===== src/hw/rtl/wple_pkg.sv =====
// Package: opcodes, payload types, back-end states and shared fixed-point helpers.
package wple_pkg;

  typedef enum logic [1:0] {
    OP_LINE  = 2'd0,
    OP_ARROW = 2'd1,
    OP_BOX   = 2'd2,
    OP_NONE  = 2'd3
  } opcode_t;

  typedef enum logic [2:0] {
    S_IDLE, S_MUL1, S_MUL2, S_MUL3, S_MUL4, S_EMIT
  } bstate_t;

  typedef struct packed {
    logic [1:0]   opcode;
    logic signed [31:0] ax, ay, az;
    logic signed [31:0] bx, by, bz;
    logic signed [31:0] cx, cy, cz;
    logic [31:0]  rgba;
  } cmd_t;

  typedef struct packed {
    logic signed [31:0] start_x, start_y, start_z;
    logic signed [31:0] end_x, end_y, end_z;
    logic [31:0]  line_color;
    logic         last_line;
  } seg_t;

  localparam int QUEUE_DEPTH = 2;

  // Saturate a 34-bit signed value to 32 bits.
  function automatic logic signed [31:0] sat34(input logic signed [33:0] v);
    logic signed [31:0] r;
    if (v > 34'sd2147483647) r = 32'sh7fffffff;
    else if (v < -34'sd2147483648) r = 32'sh80000000;
    else r = v[31:0];
    return r;
  endfunction

  // Floor a 64-bit Q32.32 product to Q16.16, kept at 48 bits unsaturated.
  function automatic logic signed [47:0] flq(input logic signed [63:0] p);
    return p[63:16];
  endfunction

  function automatic logic signed [31:0] sat48(input logic signed [47:0] v);
    logic signed [31:0] r;
    if (v > 48'sd2147483647) r = 32'sh7fffffff;
    else if (v < -48'sd2147483648) r = 32'sh80000000;
    else r = v[31:0];
    return r;
  endfunction

  // Difference of two floored products, widened by one bit and saturated.
  function automatic logic signed [31:0] sub_sat48(input logic signed [47:0] a,
                                                   input logic signed [47:0] b);
    logic signed [48:0] d;
    logic signed [31:0] r;
    d = 49'(a) - 49'(b);
    if (d > 49'sd2147483647) r = 32'sh7fffffff;
    else if (d < -49'sd2147483648) r = 32'sh80000000;
    else r = d[31:0];
    return r;
  endfunction

  function automatic logic signed [31:0] add_sat(input logic signed [31:0] a,
                                                  input logic signed [31:0] b);
    return sat34(34'(a) + 34'(b));
  endfunction

endpackage


===== src/hw/rtl/wple_if.sv =====
// Valid/ready channel interfaces for commands and segments.
interface wple_cmd_if;
  logic              valid;
  logic              ready;
  wple_pkg::cmd_t    data;
  modport source (output valid, output data, input ready);
  modport sink   (input valid, input data, output ready);
endinterface



===== src/hw/rtl/wple_front.sv =====
// Front part: accepts commands, drops unused opcodes, queues the rest.
module wple_front #(
  parameter int Depth = wple_pkg::QUEUE_DEPTH
) (
  input  logic               clk,
  input  logic               rst,
  wple_cmd_if.sink           cmd,
  output logic               q_valid,
  input  logic               q_pop,
  output wple_pkg::cmd_t     q_data
);
  localparam int AW = (Depth > 1) ? $clog2(Depth) : 1;

  wple_pkg::cmd_t  mem [Depth];
  logic [AW-1:0]   wr_ptr, rd_ptr;
  logic [AW:0]     count;
  logic            push;

  assign cmd.ready = (count != (AW+1)'(Depth));
  assign push = cmd.valid && cmd.ready &&
                (wple_pkg::opcode_t'(cmd.data.opcode) != wple_pkg::OP_NONE);
  assign q_valid = (count != '0);
  assign q_data = mem[rd_ptr];

  always_ff @(posedge clk) begin
    if (push) begin
      mem[wr_ptr] <= cmd.data;
    end
  end

  always_ff @(posedge clk) begin
    if (rst) begin
      wr_ptr <= '0;
      rd_ptr <= '0;
      count <= '0;
    end else begin
      if (push) begin
        wr_ptr <= (wr_ptr == AW'(Depth - 1)) ? '0 : wr_ptr + 1'b1;
      end
      if (q_pop) begin
        rd_ptr <= (rd_ptr == AW'(Depth - 1)) ? '0 : rd_ptr + 1'b1;
      end
      count <= count + (AW+1)'(push) - (AW+1)'(q_pop);
    end
  end
endmodule


===== src/flat_wrapper.sv =====
// flat-port wrapper written by rule: the top's interface ports become plain ports
module wple_front_flat 
#(
  parameter int Depth = wple_pkg::QUEUE_DEPTH
)
  (clk, rst, q_valid, q_pop, q_data, cmd_valid, cmd_data, cmd_ready);
  wple_cmd_if cmd_i ();
  input  logic clk;
  input  logic rst;
  output logic q_valid;
  input  logic q_pop;
  output wple_pkg::cmd_t q_data;
  input wire logic [$bits(cmd_i.valid)-1:0] cmd_valid;
  input wire logic [$bits(cmd_i.data)-1:0] cmd_data;
  output wire logic [$bits(cmd_i.ready)-1:0] cmd_ready;
  assign cmd_i.valid = cmd_valid;
  assign cmd_i.data = cmd_data;
  assign cmd_ready = cmd_i.ready;
  wple_front #(.Depth(Depth)) u_core (.clk(clk), .rst(rst), .cmd(cmd_i), .q_valid(q_valid), .q_pop(q_pop), .q_data(q_data));
endmodule

===== config.mk =====
export PLATFORM = sky130hd
export DESIGN_NAME = wple_front_flat
export DESIGN_NICKNAME = d
export VERILOG_FILES = /design/src/hw/rtl/wple_pkg.sv /design/src/hw/rtl/wple_if.sv /design/src/hw/rtl/wple_front.sv /design/src/flat_wrapper.sv
export SDC_FILE = /design/constraint.sdc
export NUM_CORES = 1
export LEC_CHECK = 0
export ABC_CLOCK_PERIOD_IN_PS = 95000
export BUFFER_PORTS_ARGS = -buffer_cell sky130_fd_sc_hd__buf_2
export CORE_ASPECT_RATIO = 0.6
export CORE_MARGIN = 5
export CORE_UTILIZATION = 40
export DETAILED_ROUTE_END_ITERATION = 8
export GPL_TIMING_DRIVEN = 0
export SLEW_MARGIN = 20
export SYNTH_ARGS = -nofsm -noshare
export SYNTH_HDL_FRONTEND = slang
export SYNTH_SLANG_ARGS = --single-unit

===== constraint.sdc =====
create_clock -name clk -period 95 [get_ports clk]
set_input_delay 19 -clock clk [delete_from_list [all_inputs] [get_ports clk]]
set_output_delay 19 -clock clk [all_outputs]
set_load 0.1 [all_outputs]

==> results of run 1 <==
[logic make-up (layout without fill, tap and decap cells)]
kind of cell    Yosys count  after routing  share of synthesized area [%]
compound gates            7              7                          0.216
xor+xnor                  2              2                         0.0738
fa+ha+maj                 1              1                         0.0527
buf+inv                  39            843                           1.62
flops                   649            649                           81.9
mux                     322            322                           15.9
other cells               0              8                              0
simple gates              9              9                          0.211
[per-stage QoR]
step	setup slack, ps	util, %	total power [mW]	hold WS [ps]
2_1_floorplan	51960	-	0.526	480
3_3_place_gp	39000	47.4	0.568	499
3_5_place_dp	72530	48.3	0.552	499
4_1_cts	73190	51.4	0.780	517
5_1_grt	72990	51.5	0.798	544
6_report	73200	51.5	0.770	515
[power by group]
group          switching (mW)  total, mW  internal, mW  leakage (nW)
clock                   0.101      0.226         0.125         0.901
sequential            0.00390      0.342         0.338          5.98
combinational           0.163      0.203        0.0403          4.48
total                   0.267      0.770         0.503          11.4
[final timing paths]
path | end | start | cells after the start | slack, ps
worst min-delay path | u_core.rd_ptr | u_core.rd_ptr | 2 | 520
worst max-delay path | u_core.mem[0][276] | cmd_data[320] | 15 | 73200
worst min register to register | u_core.rd_ptr | u_core.rd_ptr | 2 | 520
worst max register to register | u_core.mem[0][276] | u_core.count[1] | 14 | 91420
[cell usage after synthesis]
library cell  number  area (um2)
inv_1              3        11.3
xnor2_1            1        8.76
ha_1               1        12.5
nand3_1            1        5.00
mux2_4            40         601
mux2_2           274        3090
a31oi_1            1        6.26
and3_1             1        6.26
xor2_1             1        8.76
nand4_1            1        6.26
mux2_1             8        90.1
dfxtp_1            5         100
edfxtp_1         644       19300
nor2b_1            1        6.26
nor3_1             1        5.00
a21oi_1            1        5.00
a21boi_0           2        15.0
nor3b_1            1        7.51
buf_6             31         349
o21ai_0            1        5.00
o21ba_2            1        10.0
or2_2              1        6.26
buf_2              5        25.0
a21bo_2            1        10.0
nor2_1             2        7.51
[layer usage]
layer  track usage [%]  wire length [um]  up-vias
met2              29.4             29100      366
met5                 0               125        -
met4              5.08              1330       20
li1                  -                 -     5651
met1              18.6             20100     6073
met3              5.73              4260       98
[worst register-to-register path, delay by kind of cell, from the launching register on]
kind / cells / cell delay (ps)
buf+inv: 12 / 2190
flops: 1 / 320
simple gates: 2 / 750
[area by class of cell]
type | count | area (um2) | share of cell area, %
clock inverter | 37 | 272 | 0.894
sequential | 649 | 19400 | 64.0
antenna | 8 | 20.0 | 0.0659
buffer | 36 | 374 | 1.23
inverter | 3 | 11.3 | 0.0371
clock buffer | 70 | 1560 | 5.14
tap | 781 | 977 | 3.22
timing repair buffer | 697 | 3790 | 12.5
multi-input combinational | 341 | 3920 | 12.9
[state kept, by name, indices dropped and copies added, names as in the netlist, named ones only]
name	flops
u_core.rd_ptr	1
u_core.wr_ptr	1
u_core.mem	644
u_core.count	2
==> flow_metrics.tcl, run 1 <==
set metrics [dict create \
    required_ps 95300 \
    finalNonFillerCells 2622 \
    cap_violations 0 \
    drc 0 \
    path_buf_inv 13 \
    drive_above_1_share_pct 61.9 \
    syn_avg_cell_area_um2 23.1 \
    timing.final.crit_share_pct 23.0 \
    drt_iter0_markers 607 \
    worst_slew_pin_slew_ps 709 \
    finalCriticalPeriod_ps 21800 \
    power_density_mw_per_mm2 25.4 \
    antenna_found_initial 18 \
    netlist_area_mm2 0.0237 \
    worst-setup-path-type "input pin to register" \
    clock_latency_ps 600 \
    start_util_pct 40.2 \
    start_kind "input pin" \
    final.setup_skew_ps 12.2 \
    final_common_cell "buf_2" \
    routed_wl_um 54900 \
    synthCells 1029 \
    finish.instance_area_mm2 0.0304 \
    cts_setup_buffers 0 \
    ys_seq_elements 649 \
    area.growth.synth_to_final_pct 27.9 \
    dieArea_mm2 0.0645 \
    nets 2115 \
    gr-usage-all-layers_pct 16.4 \
    path_clk_slew_ps 60 \
    fillers 4851 \
    die_y_um 199 \
    path_max_fanout 10 \
    ys_warn_count 0 \
    vias_per_cell 4.66 \
    core_area_mm2 0.0590 \
    ios 650 \
    max_stage_delay_ps 540 \
    setup_violations 0 \
    maxSlewHeadroom_pct 52.5 \
    grt-ovfl-total 0 \
    postPlaceCellArea_mm2 0.0285 \
    hold_violations 0 \
    gp_congestion 0.768 \
    firstDrtPassIters 5 \
    vdd_drop_max_mv 0.0191 \
    numPortBuffers 649 \
    cts_buffers 60 \
    p_leak_nw 11.4 \
    crit_family "buffers and inverters" \
    die_w_um 324 \
    status "completed" \
    clk_path_buf_depth 3 \
    wl_per_cell_um 21.0 \
    hpwl_um 41000 \
    vias 12200 \
    crit_path_frequent_cell "buf_6" \
    min_path_type "register to register" \
    cts_tree "yes" \
    crit_chain "buf_2, a21bo_2, nor3_2, buf_6, buf_4, buf_6, buf_4, buf_6, buf_6, buf_6, buf_6, buf_4, buf_4, buf_6, buf_4" \
    fmax_mhz 45.9 \
    grt_max_degree 52 \
    cts_root_buf "clkbuf_16" \
    ctsHoldBuffers 0 \
    htree_levels 2 \
    grt_pass1_vias 13100 \
    rsz0062_at_grt "no" \
    grt_pass1_wl_um 80200 \
    drv_slew 0 \
    crit_arrival_ps 22100 \
    placed_cells 2507 \
    synth_nets 1356 \
    finalSetupTns_ps 0 \
    rows 69 \
    cts.sinks 649 \
    yosysSeqAreaShare_pct 81.9 \
    cts_resized 0 \
    drtAntennaViolNets 0 \
    synth_cell_types 25 \
    final_cell_mix "buf_2, edfxtp_1, mux2_2" \
    cp_slowest_cell "nor3_2" \
    cp-end-kind "register" \
]
Power figures use the tool's default switching activity.
==> run 2: changes to the inputs <==
--- a/config.mk
+++ b/config.mk
@@ -5,13 +5,14 @@
 export SDC_FILE = /design/constraint.sdc
 export NUM_CORES = 1
 export LEC_CHECK = 0
-export ABC_CLOCK_PERIOD_IN_PS = 95000
+export ABC_CLOCK_PERIOD_IN_PS = 17900
 export BUFFER_PORTS_ARGS = -buffer_cell sky130_fd_sc_hd__buf_2
 export CORE_ASPECT_RATIO = 0.6
 export CORE_MARGIN = 5
 export CORE_UTILIZATION = 40
 export DETAILED_ROUTE_END_ITERATION = 8
 export GPL_TIMING_DRIVEN = 0
+export PLACE_DENSITY = 0.66
 export SLEW_MARGIN = 20
 export SYNTH_ARGS = -nofsm -noshare
 export SYNTH_HDL_FRONTEND = slang
==> constraint.sdc (replaced) <==
create_clock -name clk -period 17.9 [get_ports clk]
set_input_delay 3.58 -clock clk [delete_from_list [all_inputs] [get_ports clk]]
set_output_delay 3.58 -clock clk [all_outputs]
set_load 0.1 [all_outputs]
==> run 2 against run 1 <==
Effect of this change: sequential share of layout area barely moved; combinational power grew to 5.3 times the previous value; core utilization is essentially flat; worst setup slack got worse by 61000 ps; routed wire length grew 0.90%; clock-buffer cell count decreased by 1; via count up 1.1%; sequential power grew to 5.3 times the previous value; largest power group unchanged.
==> flow_metrics.tcl, run 2 (synthesis results as in run 1) <==
set metrics [dict create \
    status "completed" \
    drv_slew 0 \
    reg_top3 "u_core.mem x644, u_core.count x2" \
    routed_wl_um 55400 \
    maxSlewHeadroom_pct 51.0 \
    drive_above_1_share_pct 61.6 \
    largest_reg_flops 644 \
    cts_root_buf "clkbuf_16" \
    p_leak_nw 11.3 \
    worstRegToRegCells 12 \
    finalNonFillerCells 2607 \
    gr-usage-all-layers_pct 16.4 \
    fmax_mhz 167 \
    drt_iter0_markers 580 \
    vias_per_cell 4.74 \
    wl_per_cell_um 21.3 \
    cap_violations 0 \
    die_w_um 324 \
    dieArea_mm2 0.0645 \
    power_density_mw_per_mm2 135 \
    grt_pass1_wl_um 80500 \
    worst_slew_pin_slew_ps 735 \
    timing.final.crit_share_pct 33.4 \
    vias 12300 \
    numPortBuffers 649 \
    final_common_cell "buf_2" \
    placed_cells 2490 \
    cts.sinks 649 \
    htree_levels 2 \
    cts_buffers 58 \
    vdd_drop_max_mv 0.0922 \
    die_y_um 199 \
    finalCriticalPeriod_ps 5980 \
    final.setup_skew_ps 20.2 \
    drc 0 \
    setup_violations 0 \
    hold_ws_ps 534 \
    hold_violations 0 \
    drtAntennaViolNets 0 \
    min_path_cells 2 \
    nets 2096 \
    firstDrtPassIters 4 \
    core_area_mm2 0.0590 \
    fin_util_pct 51.5 \
    ios 650 \
    regToRegSetupSlack_ps 14710 \
    cp-end-kind "register" \
    path_max_fanout 16 \
    worstHoldStart "u_core.rd_ptr" \
    grt_max_degree 51 \
    rsz0062_at_grt "no" \
    rows 69 \
    max_flop_register "u_core.mem" \
    start_util_pct 40.2 \
    cts_setup_buffers 0 \
    area.growth.synth_to_final_pct 28.0 \
    worst-setup-path-type "input pin to register" \
    rr_endpoint "u_core.mem[0][170]" \
    clock_latency_ps 610 \
    grt_pass1_vias 13200 \
    postPlaceCellArea_mm2 0.0285 \
    grt-ovfl-total 0 \
    clk_path_buf_depth 3 \
    cts_resized 0 \
    path_clk_slew_ps 60 \
    fillers 4743 \
    r2r_start "u_core.count[1]" \
    p_total_mw 4.09 \
    ctsHoldBuffers 0 \
    finish.instance_area_mm2 0.0304 \
    crit_arrival_ps 6290 \
    required_ps 18210 \
    start_kind "input pin" \
    cts_tree "yes" \
    hpwl_um 41500 \
    antenna_found_initial 15 \
    min_path_type "register to register" \
    gp_congestion 0.800 \
    final_cell_mix "buf_2, edfxtp_1, mux2_2" \
]
run 2: worst max-delay path: stages:
cell,delay [ps]
buf_2,120
a21bo_2,240
nor3_4,420
buf_8,220
buf_8,180
buf_8,170
buf_6,220
buf_6,200
buf_8,180
buf_8,180
buf_8,180
buf_8,180
buf_8,190
run 2: layout make-up:
cell class / instances / area (um2) / area share, %
antenna: 11 / 27.5 / 0.0906
timing repair buffer: 680 / 3800 / 12.5
multi-input combinational: 341 / 3920 / 12.9
sequential: 649 / 19400 / 64.0
clock buffer: 69 / 1510 / 4.99
clock inverter: 37 / 303 / 0.997
inverter: 3 / 11.3 / 0.0371
buffer: 36 / 374 / 1.23
tap: 781 / 977 / 3.22
run 2: worst max path at each step:
stage / end / depth (start not counted) / slack (ps) / from
finish: u_core.mem[0][170] / 13 / 11920 / cmd_data[320]
global route: u_core.mem[0][227] / 13 / 11800 / cmd_data[320]
CTS: q_data[264] / 5 / 11890 / register
detailed placement: u_core.mem[0][170] / 13 / 11270 / cmd_data[320]
global placement: u_core.wr_ptr / 4 / -6270 / cmd_data[320]
floorplan: u_core.wr_ptr / 3 / 630 / cmd_valid
run 2: where the power goes:
group,leakage [nW],switching (mW),internal [mW]
Sequential,5.98,0.0222,1.79
Clock,0.901,0.531,0.661
Combinational,4.44,0.865,0.217
run 2: stage by stage:
step           setup WS, ps  TNS (ps)
4_1_cts               11890         0
2_1_floorplan           629         0
5_1_grt               11800         0
3_3_place_gp          -6270  -1843860
6_report              11920         0
3_5_place_dp          11270         0
run 2: per-layer routing:
layer	GRT usage (%)	share of wire, %	up-vias
met5	0	0.11	-
met4	5.24	2.3	10
met3	4.79	6.5	87
met2	29.3	53	365
met1	19.3	38	6248
li1	-	-	5635
